### src/pwc_pkg.sv
// Package for the multichannel pulse-width capture block.
// Holds channel count, field widths, event kinds and the shared event struct.
// No dependencies.
package pwc_pkg;

   localparam int NUM_CHANNELS  = 8;
   localparam int IDX_W         = (NUM_CHANNELS > 1) ? $clog2(NUM_CHANNELS) : 1;
   localparam int CH_W          = 3;
   localparam int CNT_W         = 16;
   localparam int REQ_DATA_W    = 24;
   localparam int RSP_DATA_W    = 24;
   localparam logic [CNT_W-1:0] WRAP_PERIOD_RST = 16'd20000;

   typedef enum logic {
      REQ_EDGE     = 1'b0,
      REQ_OVERFLOW = 1'b1
   } req_kind_type;

   // Decision taken for one accepted transaction.
   typedef struct packed {
      logic arm;       // first edge: latch start count
      logic done;      // second edge: measurement completes
      logic add_wrap;  // an overflow fell inside the pulse
   } evt_type;

endpackage

### src/pwc_start_ram.sv
// Start-count memory: one entry per channel, one write and one read port.
// Read data registered. Depends on pwc_pkg.
module pwc_start_ram (
   input  logic                        clock,
   input  logic                        wr_en,
   input  logic [pwc_pkg::IDX_W-1:0]   wr_addr,
   input  logic [pwc_pkg::CNT_W-1:0]   wr_data,
   input  logic                        rd_en,
   input  logic [pwc_pkg::IDX_W-1:0]   rd_addr,
   output logic [pwc_pkg::CNT_W-1:0]   rd_data
);

   logic [pwc_pkg::CNT_W-1:0] start_mem_ff [pwc_pkg::NUM_CHANNELS];
   logic [pwc_pkg::CNT_W-1:0] rd_data_ff;

   always_ff @(posedge clock) begin
      if (wr_en) begin
         start_mem_ff[wr_addr] <= wr_data;
      end
   end

   // Held while not read, so a stalled entry keeps its data.
   always_ff @(posedge clock) begin
      if (rd_en) begin
         rd_data_ff <= start_mem_ff[rd_addr];
      end
   end

   assign rd_data = rd_data_ff;

endmodule

### src/pwc_chan_flags.sv
// Per-channel measuring and wrapped flags, in flip-flops.
// Decides arm / complete / wrap for each transaction. Depends on pwc_pkg.
module pwc_chan_flags (
   input  logic                              clock,
   input  logic                              reset,
   input  logic                              accept,
   input  pwc_pkg::req_kind_type             kind,
   input  logic                              in_range,
   input  logic [pwc_pkg::IDX_W-1:0]         idx,
   output pwc_pkg::evt_type                  evt,
   output logic [pwc_pkg::NUM_CHANNELS-1:0]  measuring,
   output logic [pwc_pkg::NUM_CHANNELS-1:0]  wrapped
);

   logic [pwc_pkg::NUM_CHANNELS-1:0] measuring_ff, measuring_in;
   logic [pwc_pkg::NUM_CHANNELS-1:0] wrapped_ff, wrapped_in;
   logic is_edge;

   assign is_edge      = accept && (kind == pwc_pkg::REQ_EDGE) && in_range;
   assign evt.arm      = is_edge && !measuring_ff[idx];
   assign evt.done     = is_edge && measuring_ff[idx];
   assign evt.add_wrap = wrapped_ff[idx];

   always_comb begin
      measuring_in = measuring_ff;
      wrapped_in   = wrapped_ff;
      if (accept && (kind == pwc_pkg::REQ_OVERFLOW)) begin
         wrapped_in = wrapped_ff | measuring_ff;
      end else if (is_edge) begin
         measuring_in[idx] = !measuring_ff[idx];
         wrapped_in[idx]   = 1'b0;
      end
   end

   always_ff @(posedge clock) begin
      if (reset) begin
         measuring_ff <= '0;
         wrapped_ff   <= '0;
      end else begin
         measuring_ff <= measuring_in;
         wrapped_ff   <= wrapped_in;
      end
   end

   assign measuring = measuring_ff;
   assign wrapped   = wrapped_ff;

endmodule

### src/pwc_width_calc.sv
// Width stage and output register: subtracts the start count read from
// memory and holds the result until taken. Depends on pwc_pkg.
module pwc_width_calc (
   input  logic                         clock,
   input  logic                         reset,
   input  logic                         load,
   input  logic [pwc_pkg::CH_W-1:0]     load_ch,
   input  logic [pwc_pkg::CNT_W-1:0]    load_sum,
   input  logic [pwc_pkg::CNT_W-1:0]    start_cnt,
   input  logic                         out_ready,
   output logic                         can_load,
   output logic                         stage_valid,
   output logic                         out_valid,
   output logic [pwc_pkg::CH_W-1:0]     out_ch,
   output logic [pwc_pkg::CNT_W-1:0]    out_width
);

   logic                       s1_valid_ff, s1_valid_in;
   logic [pwc_pkg::CH_W-1:0]   s1_ch_ff;
   logic [pwc_pkg::CNT_W-1:0]  s1_sum_ff;
   logic                       out_valid_ff, out_valid_in;
   logic [pwc_pkg::CH_W-1:0]   out_ch_ff;
   logic [pwc_pkg::CNT_W-1:0]  out_width_ff;
   logic                       out_free, s1_move;

   assign out_free = !out_valid_ff || out_ready;
   assign s1_move  = s1_valid_ff && out_free;
   assign can_load = !s1_valid_ff || out_free;

   always_comb begin
      s1_valid_in = s1_valid_ff;
      if (load) begin
         s1_valid_in = 1'b1;
      end else if (s1_move) begin
         s1_valid_in = 1'b0;
      end
      out_valid_in = out_valid_ff;
      if (s1_move) begin
         out_valid_in = 1'b1;
      end else if (out_ready) begin
         out_valid_in = 1'b0;
      end
   end

   always_ff @(posedge clock) begin
      if (reset) begin
         s1_valid_ff  <= 1'b0;
         out_valid_ff <= 1'b0;
      end else begin
         s1_valid_ff  <= s1_valid_in;
         out_valid_ff <= out_valid_in;
      end
   end

   always_ff @(posedge clock) begin
      if (load) begin
         s1_ch_ff  <= load_ch;
         s1_sum_ff <= load_sum;
      end
      if (s1_move) begin
         out_ch_ff    <= s1_ch_ff;
         out_width_ff <= s1_sum_ff - start_cnt;
      end
   end

   assign stage_valid = s1_valid_ff;
   assign out_valid   = out_valid_ff;
   assign out_ch      = out_ch_ff;
   assign out_width   = out_width_ff;

endmodule

### src/multichannel_pulse_width_capture.sv
// Top level of the multichannel pulse-width capture block.
// Uses pwc_pkg, pwc_chan_flags, pwc_start_ram and pwc_width_calc.
//
//  channel | direction | handshake            | payload
//  req     | in        | req_tvalid/tready    | tuser kind, tdata channel + count
//  rsp     | out       | rsp_tvalid/tready    | tdata channel + width
//  csr     | in        | csr_valid/csr_ready  | csr_data wrap period
//
// One transaction per cycle while req_tready is high; a completing edge reaches
// rsp after the start-count memory read, then the subtract into the output register.
// Flags live in flip-flops and clear at once on reset; the start-count memory
// needs no clearing, as an entry is only read after its arming edge wrote it.
// A stalled rsp holds the width stage; req_tready drops only when both are full.
module multichannel_pulse_width_capture (
   input  logic                              clock,
   input  logic                              reset,
   // req
   input  logic                              req_tvalid,
   output logic                              req_tready,
   input  logic [pwc_pkg::REQ_DATA_W-1:0]    req_tdata,  // channel, counter_now, zero pad
   input  logic                              req_tuser,  // req_type
   // rsp
   output logic                              rsp_tvalid,
   input  logic                              rsp_tready,
   output logic [pwc_pkg::RSP_DATA_W-1:0]    rsp_tdata,  // out_channel, pulse_width, zero pad
   // csr
   input  logic                              csr_valid,
   output logic                              csr_ready,
   input  logic [pwc_pkg::CNT_W-1:0]         csr_data    // wrap_period
);

   localparam int FIELDS_W = pwc_pkg::CH_W + pwc_pkg::CNT_W;

   logic [pwc_pkg::CNT_W-1:0]         wrap_period_ff, wrap_period_in;
   logic                              req_accept;
   pwc_pkg::req_kind_type             req_kind;
   logic [pwc_pkg::CH_W-1:0]          req_ch;
   logic [pwc_pkg::CNT_W-1:0]         req_count;
   logic [pwc_pkg::IDX_W-1:0]         req_idx;
   logic                              req_in_range;
   pwc_pkg::evt_type                  evt;
   logic [pwc_pkg::NUM_CHANNELS-1:0]  measuring;
   logic [pwc_pkg::NUM_CHANNELS-1:0]  wrapped;
   logic [pwc_pkg::CNT_W-1:0]         extra;
   logic [pwc_pkg::CNT_W-1:0]         sum;
   logic [pwc_pkg::CNT_W-1:0]         start_cnt;
   logic                              can_load;
   logic                              stage_valid;
   logic [pwc_pkg::CH_W-1:0]          rsp_ch;
   logic [pwc_pkg::CNT_W-1:0]         rsp_width;

   // Unpack request fields, lowest bit first.
   assign req_kind     = pwc_pkg::req_kind_type'(req_tuser);
   assign req_ch       = req_tdata[pwc_pkg::CH_W-1:0];
   assign req_count    = req_tdata[FIELDS_W-1:pwc_pkg::CH_W];
   assign req_idx      = pwc_pkg::IDX_W'(req_ch);
   assign req_in_range = (32'(req_ch) < 32'(pwc_pkg::NUM_CHANNELS));

   assign req_tready = can_load;
   assign req_accept = req_tvalid && req_tready;

   // Wrap period register; writes must arrive only while idle, which the block does not enforce.
   assign csr_ready = 1'b1;
   always_comb begin
      wrap_period_in = wrap_period_ff;
      if (csr_valid && csr_ready) begin
         wrap_period_in = csr_data;
      end
   end

   always_ff @(posedge clock) begin
      if (reset) begin
         wrap_period_ff <= pwc_pkg::WRAP_PERIOD_RST;
      end else begin
         wrap_period_ff <= wrap_period_in;
      end
   end

   pwc_chan_flags u_flags (
      .clock     (clock),
      .reset     (reset),
      .accept    (req_accept),
      .kind      (req_kind),
      .in_range  (req_in_range),
      .idx       (req_idx),
      .evt       (evt),
      .measuring (measuring),
      .wrapped   (wrapped)
   );

   // Arming writes and completion reads never hit one entry in the same
   // cycle, and a read always comes after its write.
   pwc_start_ram u_ram (
      .clock   (clock),
      .wr_en   (evt.arm),
      .wr_addr (req_idx),
      .wr_data (req_count),
      .rd_en   (evt.done),
      .rd_addr (req_idx),
      .rd_data (start_cnt)
   );

   // Only one wrap counted, so the period is added at most once.
   assign extra = evt.add_wrap ? wrap_period_ff : '0;
   assign sum   = req_count + extra;

   pwc_width_calc u_calc (
      .clock       (clock),
      .reset       (reset),
      .load        (evt.done),
      .load_ch     (req_ch),
      .load_sum    (sum),
      .start_cnt   (start_cnt),
      .out_ready   (rsp_tready),
      .can_load    (can_load),
      .stage_valid (stage_valid),
      .out_valid   (rsp_tvalid),
      .out_ch      (rsp_ch),
      .out_width   (rsp_width)
   );

   assign rsp_tdata = {{(pwc_pkg::RSP_DATA_W - FIELDS_W){1'b0}}, rsp_width, rsp_ch};

`ifndef NO_ASSERTIONS
   // A flagged wrap only ever sits on a measuring channel.
   a_wrap_needs_measuring: assert property (@(posedge clock) disable iff (reset)
      (wrapped & ~measuring) == '0)
      else $error("wrapped flag set on an idle channel");

   // An arming edge leaves its channel measuring with no wrap.
   a_arm_sets_flag: assert property (@(posedge clock) disable iff (reset)
      evt.arm |=> (measuring[$past(req_idx)] && !wrapped[$past(req_idx)]))
      else $error("arming edge did not arm the channel");

   // A completing edge fills the width stage, which then holds until it moves on.
   a_done_loads_stage: assert property (@(posedge clock) disable iff (reset)
      evt.done |=> stage_valid)
      else $error("completed measurement lost before the width stage");

   // A stalled width stage blocks new requests.
   a_stall_blocks_req: assert property (@(posedge clock) disable iff (reset)
      (stage_valid && rsp_tvalid && !rsp_tready) |-> !req_tready)
      else $error("request accepted while width stage is blocked");
`endif

endmodule
### config.mk
export PLATFORM = sky130hd
export DESIGN_NAME = multichannel_pulse_width_capture
export DESIGN_NICKNAME = d
export VERILOG_FILES = /design/src/pwc_pkg.sv /design/src/pwc_start_ram.sv /design/src/pwc_chan_flags.sv /design/src/pwc_width_calc.sv /design/src/multichannel_pulse_width_capture.sv
export SDC_FILE = /design/constraint.sdc
export NUM_CORES = 1
export LEC_CHECK = 0
export ABC_AREA = 1
export CAP_MARGIN = 20
export CORE_ASPECT_RATIO = 0.9
export CORE_MARGIN = 3
export CORE_UTILIZATION = 55
export DETAILED_ROUTE_END_ITERATION = 8
export DONT_BUFFER_PORTS = 1
export PLACE_DENSITY_LB_ADDON = 0.15
export SLEW_MARGIN = 10
export SYNTH_ARGS = -nofsm -noshare
export SYNTH_HDL_FRONTEND = slang
export SYNTH_SLANG_ARGS = --single-unit
export TNS_END_PERCENT = 100
### constraint.sdc
create_clock -name clock -period 6.35 [get_ports clock]
set_input_delay 1.27 -clock clock [delete_from_list [all_inputs] [get_ports clock]]
set_output_delay 1.27 -clock clock [all_outputs]
set_load 0.005 [all_outputs]
==> results of run 1 <==
==> logic make-up after synthesis <==
| logic type | count (synthesis) |
|---|---|
| compound gates | 134 |
| xor+xnor | 18 |
| fa+ha+maj | 32 |
| buf+inv | 136 |
| flops | 216 |
| other cells | 2 |
| simple gates | 355 |
==> state kept, by name, summed over array words and instances (netlist names) <==
register	flops
u_calc.out_ch	3
u_calc.out_valid	1
u_calc.out_width	16
u_calc.s1_ch_ff	3
u_calc.s1_sum_ff	16
u_calc.stage_valid	1
u_flags.measuring	8
u_flags.wrapped	8
u_ram.rd_data	16
u_ram.start_mem_ff	128
wrap_period_ff	16
==> worst paths after layout <==
check	slack, ns	endpoint	cells past startpoint
worst min-delay path	0.42	u_calc.out_ch[1]$_DFFE_PP_	0
worst min register to register	0.42	u_calc.out_ch[1]$_DFFE_PP_	0
worst max register to register	3.77	u_calc.s1_sum_ff[12]$_DFFE_PP_	16
worst max-delay path	3.06	u_ram.start_mem_ff[6][7]$_DFFE_PP_	6
==> cell usage after synthesis, types with 3 or more instances <==
library cell / instances
xor2_1: 14
nor3_1: 4
xnor2_1: 4
a22o_1: 3
a22oi_1: 22
buf_2: 7
clkbuf_1: 5
nor2_1: 66
nand2_1: 222
nor2_2: 5
o21ai_0: 33
dfxtp_1: 34
edfxtp_1: 182
a21oi_1: 56
a221oi_1: 12
inv_1: 102
nand3b_1: 5
nand4_1: 7
inv_2: 9
ha_1: 30
buf_4: 9
nand3_1: 35
and3_1: 6
==> layout by cell type, fill, tap and decap left out, drive strengths merged <==
master,n
edfxtp,182
clkinvlp,1
fa,2
nand3b,5
inv,111
buf,2
a221oi,12
and3,6
o21a,1
dfxtp,34
clkinv,13
nor2,72
ha,30
xor2,14
bufinv,3
a22o,3
diode,2
nand4,7
o21bai,2
nand2,223
a22oi,22
a21oi,56
a21o,2
o21ai,33
clkbuf,24
conb,6
nor3,4
and2,1
a31oi,1
xnor2,4
nand3,35
or2,1
a211oi,2
nor4,1
==> layout make-up <==
type                    count  area, um^2  share of cell area (%)
diodes                      2       5.005                 0.04777
clock buffers              24       579.3                   5.529
clock inverters            15       143.9                   1.373
inverters                 113       424.2                   4.048
multi-input cells         545        2863                   27.32
flip-flops and latches    216        6146                   58.66
well taps                 235       294.0                   2.806
repair buffers              2       22.52                  0.2150
==> layer usage <==
layer  wire length (um)  share of wire [%]
met5                 22               0.10
met4                413                1.9
met3               1324                6.1
met1               9422                 44
met2              10440                 48
==> report_power, final <==
part           total, mW  internal (mW)  switching (mW)
sequential          1.59           1.58          0.0100
clock               1.29          0.776           0.510
combinational      0.208         0.0682           0.140
==> through the flow <==
stage	setup slack, ns	hold WS [ns]	cells	util [%]	power (mW)
after global routing	2.932	0.4310	1152	61.82	3.178
after detailed placement	2.601	0.4052	1110	57.44	1.825
after CTS	3.118	0.4194	1149	61.71	3.102
after global placement	2.614	0.4067	1110	57.44	1.819
after floorplan	2.916	0.4003	897	-	1.775
final	3.062	0.4171	1152	61.82	3.083
==> reports/results.txt, run 1 <==
post-synthesis mux area share: 0%
CTS Buf Count: 23
detailed-route via count: 6192
Max Cap Viol: 0
Synth Area in XOR/XNOR: 1.651%
Worst Setup Start Kind: input pin
Worst-path clk slew: 0.06 ns
worst path buffer plus inverter count: 1
CTS tree: done
root buffer cell: clkbuf_16
VDD IR max: 0.2449 mV
clock tree sinks: 216
Worst Hold Class: flip-flop to flip-flop
setup TNS: 0 ns
pwr dens: 294.2 nW/um^2
# setup viols final: 0
fraction of registers with async set/reset: 0%
die width: 144.9 um
CP Max Fanout: 17
Post-CTS Setup Repair Bufs: 0
I/O Buffers: 0
global-route track usage on met1: 30.11%
initial antenna violation count: 4
Worst setup EP type: flip-flop
Post-DRT Antenna Nets: 0
CP top delay family: simple AND/OR/NAND/NOR gates
Slew @ Worst Pin: 1.136 ns
crit path kind: input pin to flip-flop
WL per Instance: 18.77 um
1st-iter DRT viols: 447
met3 usage: 4.517%
IO Count: 73
Post-synth EDFFs: 182
synthesis-to-layout area growth: 9.707%
Mapped Cells: 893
origin of the worst setup path: req_tdata[2]
fmax: 304.1 MHz
Leak: 4.225 nW
R2R Path Start: u_flags.wrapped[2]$_SDFFE_PP0P_
GRT Total Usage: 22.55%
dpl hpwl: 14.69 mm
complex-gate fraction of the synthesized area: 8.385%
synthesized cell area: 9550 um^2
status: finished clean
final hold vios: 0
Final Cell Area: 10480 um^2
clock period minus worst slack: 3.288 ns
yosys warns: 0
most used cell, CP: nand2_1
top-area cell type share of the netlist area: 57.23%
drt total wl: 21.62 mm
hold path startpoint: u_calc.s1_ch_ff[1]$_DFFE_PP_
Slowest-stage cell, CP: nor2_2
Crit path required time: 6.46 ns
busiest grt layer: met2
die height: 131.0 um
Via density: 5.375
dominant synthesized flop cell: edfxtp_1
die area: 18980 um^2
grt ovf: 0
top cells by area, synth: edfxtp_1, nand2_1, dfxtp_1, inv_1, ha_1
proportion of layout cells with a drive suffix above 1: 5.574%
Placeable Area: 16950 um^2
global-route wire length before repair: 32.64 mm
CP arrival: 3.40 ns
H-tree depth: 1
max incr delay on CP: 0.87 ns
Slew Limit Fails: 0
initial core utilization: 56.35%
fin nets: 979
gp weighted congestion: 0.9099
M2 GR Usage: 38.93%
CTS Buffer Depth: 3
DR pass1 iterations: 6
clock skew: 0.005987 ns
post-synth top area cell: edfxtp_1
average cell area after synthesis: 10.69 um^2
Seq/Total Area, Yosys: 64.35%
Filler Cell Count: 1337
flops & latches, synth: 216
Gates resized, CTS repair: 0
row count: 45
vias in the first global route: 5973
Synth Area in Simple Gates: 15.32%
DRC Markers: 0
clock latency on the worst-skew pair: 0.49 ns
CP cell instances: nand2_1 -> nor2_2 -> nand2_1 -> nor2_1 -> nand2_1 -> inv_1
hold_buf cts: 0
Adder-Cell Fraction of Synth Area: 4.350%
fin crit share: 51.78%
Distinct cells, synth: 38
largest net degree at the start of global routing: 33
Area after DPL: 9734 um^2
RSZ-0062 raised after global routing: false
Slew Limit Headroom: 24.21%
main combinational cell family by area after synthesis: simple AND/OR/NAND/NOR gates
(Power assumes the default switching activity.)
==> inputs of run 2 (changes only) <==
clock period = 3.2 ns   (was 6.35 ns; I/O delays follow)
==> run 2 against run 1 <==
Effect of this change: wire length rose by 0.30%; register-to-register slack got worse by 3.1 ns; clock-buffer cell count rose by 4; critical path depth rose by 10; sequential power rose by 98%; clock skew rose by 0.0021 ns; hold slack got worse by 0.21 ns; largest power group unchanged.
==> reports/results.txt, run 2 (synthesized netlist as in run 1, its figures left out) <==
final hold vios: 0 (unchanged)
clock skew: 0.008043 ns (+0.002055 ns)
RSZ-0062 raised after global routing: false
Post-DRT Antenna Nets: 0 (unchanged)
placed insts: 1123 (+1.2%)
Via density: 5.394 (+0.35%)
H-tree depth: 1 (unchanged)
clock period minus worst slack: 2.518 ns
die height: 131.0 um (unchanged)
commonest non-fill, non-tap cells in the layout: nand2_1, edfxtp_1, inv_1
area of the multi-input gates: 2863 um^2 (unchanged)
Worst setup EP type: flip-flop
hold_buf cts: 0 (unchanged)
VDD IR max: 0.4324 mV (+77%)
Crit path required time: 3.44 ns (-3.02 ns)
Placeable Area: 16950 um^2 (unchanged)
Worst Setup Start Kind: input pin
max reg flops: 128 (unchanged)
Worst Hold Class: input pin to flip-flop
global-route wire length before repair: 32.80 mm (+0.51%)
Max Cap Viol: 0 (unchanged)
die width: 144.9 um (unchanged)
Final Cell Area: 10600 um^2 (+1.1%)
post-layout util: 62.52% (+0.70 points)
Sw Pwr: 1.306 mW (+98%)
status: finished clean
GRT Total Usage: 22.53% (about the same)
drt total wl: 21.69 mm (+0.30%)
clock tree sinks: 216 (unchanged)
Setup WS pre-CTS: 0.1829 ns (-2.418 ns)
Sw Ratio: 21.02% (-0.41 points)
WL per Instance: 18.61 um (-0.82%)
# setup viols final: 0 (unchanged)
IO Count: 73 (unchanged)
Filler Cell Count: 1364 (+2.0%)
fin nets: 990 (+1.1%)
DR pass1 iterations: 5 (-1)
root buffer cell: clkbuf_16
storage element area: 6146 um^2 (unchanged)
vias in the first global route: 5997 (+0.40%)
Sequential Power Share: 50.7% (-0.8 points)
Clk pwr share: 42.7% (+1.0 points)
fin crit share: 78.67%
Worst-path clk slew: 0.06 ns (about the same)
Int Power: 4.910 mW (+100%)
Leak: 4.307 nW (+1.9%)
setup TNS: 0 ns (unchanged)
initial antenna violation count: 4 (unchanged)
Comb pwr share: 6.6% (-0.2 points)
detailed-route via count: 6284 (+1.5%)
I/O Buffers: 0 (unchanged)
clock latency on the worst-skew pair: 0.49 ns (about the same)
pwr dens: 586.6 nW/um^2 (+99%)
die area: 18980 um^2 (unchanged)
CTS tree: done
synthesis-to-layout area growth: 10.95%
gp weighted congestion: 0.9524 (+4.7%)
fmax: 397.2 MHz
setup ws final: 0.6825 ns (-2.380 ns)
CTS Buffer Depth: 3 (unchanged)
Slew Limit Fails: 0 (unchanged)
largest net degree at the start of global routing: 33 (unchanged)
initial core utilization: 56.35% (unchanged)
1st-iter DRT viols: 397 (-11%)
fin cells: 1165 (+1.1%)
CP Max Fanout: 16 (-1)
dpl hpwl: 14.80 mm (+0.76%)
row count: 45 (unchanged)
most common cell after layout, fill and taps aside: nand2_1
crit path kind: input pin to flip-flop
Post-CTS Setup Repair Bufs: 0 (unchanged)
CP arrival: 2.76 ns (-0.64 ns)
grt ovf: 0 (unchanged)
DRC Markers: 0 (unchanged)
proportion of layout cells with a drive suffix above 1: 7.004% (+1.4 points)
Slew Limit Headroom: 56.66% (+32 points)
Largest Register: u_ram.start_mem_ff
Slew @ Worst Pin: 0.6478 ns (-0.4878 ns)
CTS Buf Count: 22 (-4.3%)
Gates resized, CTS repair: 0 (unchanged)
Area after DPL: 9832 um^2 (+1.0%)
-- run 2: cell count changes in the layout (fill, tap and decap cells not counted) --
cell	before	now
buf_4	1	14
clkinv_1	9	4
bufinv_16	3	4
clkinv_4	0	1
clkinvlp_4	1	0
inv_6	0	1
clkbuf_1	1	5
buf_8	1	0
-- run 2: power by group through the flow --
stage / Clock (mW) / Combinational [mW] / Sequential [mW]
finish: 2.66 / 0.410 / 3.15
global route: 2.82 / 0.469 / 3.15
CTS: 2.71 / 0.411 / 3.15
detailed placement: 0 / 0.409 / 3.21
global placement: 0 / 0.403 / 3.21
floorplan: 0 / 0.319 / 3.20
-- run 2: metal layers --
metal,part of all wire [%],global-route usage (%),up-vias,routed length (um)
met3,6.7,4.862,32,1458
met1,44,29.79,2949,9470
met2,47,38.66,205,10240
met4,2.3,5.978,4,488
li1,-,-,3094,-
met5,0.12,0,-,27
-- run 2: path summary, 6_finish.rpt --
| path | from | end | slack [ns] | cells after the start |
|---|---|---|---|---|
| max | req_tdata[0] | u_calc.s1_sum_ff[12]$_DFFE_PP_ | 0.68 | 16 |
| min reg2reg | u_calc.s1_ch_ff[0]$_DFFE_PP_ | u_calc.out_ch[0]$_DFFE_PP_ | 0.42 | 0 |
| min | reset | u_calc.stage_valid$_SDFFE_PP0P_ | 0.21 | 1 |
| max reg2reg | u_flags.wrapped[2]$_SDFFE_PP0P_ | u_calc.s1_sum_ff[12]$_DFFE_PP_ | 0.68 | 16 |
-- run 2: per-stage QoR --
stage	hold slack, ns	power [mW]
5_1_grt	0.1891	6.440
3_5_place_dp	0.4054	3.620
3_3_place_gp	0.4074	3.610
6_report	0.2074	6.216
2_1_floorplan	0.4003	3.523
4_1_cts	0.1893	6.267
-- run 2: final cells by class --
cell class              instances  area share, %
flip-flops and latches        216          58.00
clock buffers                  28          5.609
clock inverters                12          1.559
inverters                     113          4.003
diodes                          2        0.04723
multi-input cells             545          27.02
well taps                     235          2.775
repair buffers                 14         0.9919
-- run 2: critical path, stage by stage --
cell     delay [ns]
inv_2          0.18
nand2_1        0.09
nand3_1        0.09
nand2_1        0.08
inv_2          0.05
nand2_1        0.08
inv_2          0.21
nor2_1         0.09
ha_1           0.22
fa_1           0.40
nand2_1        0.08
nand2_1        0.06
and2_1         0.17
nand3_1        0.07
nand3_1        0.09
xor2_1         0.14
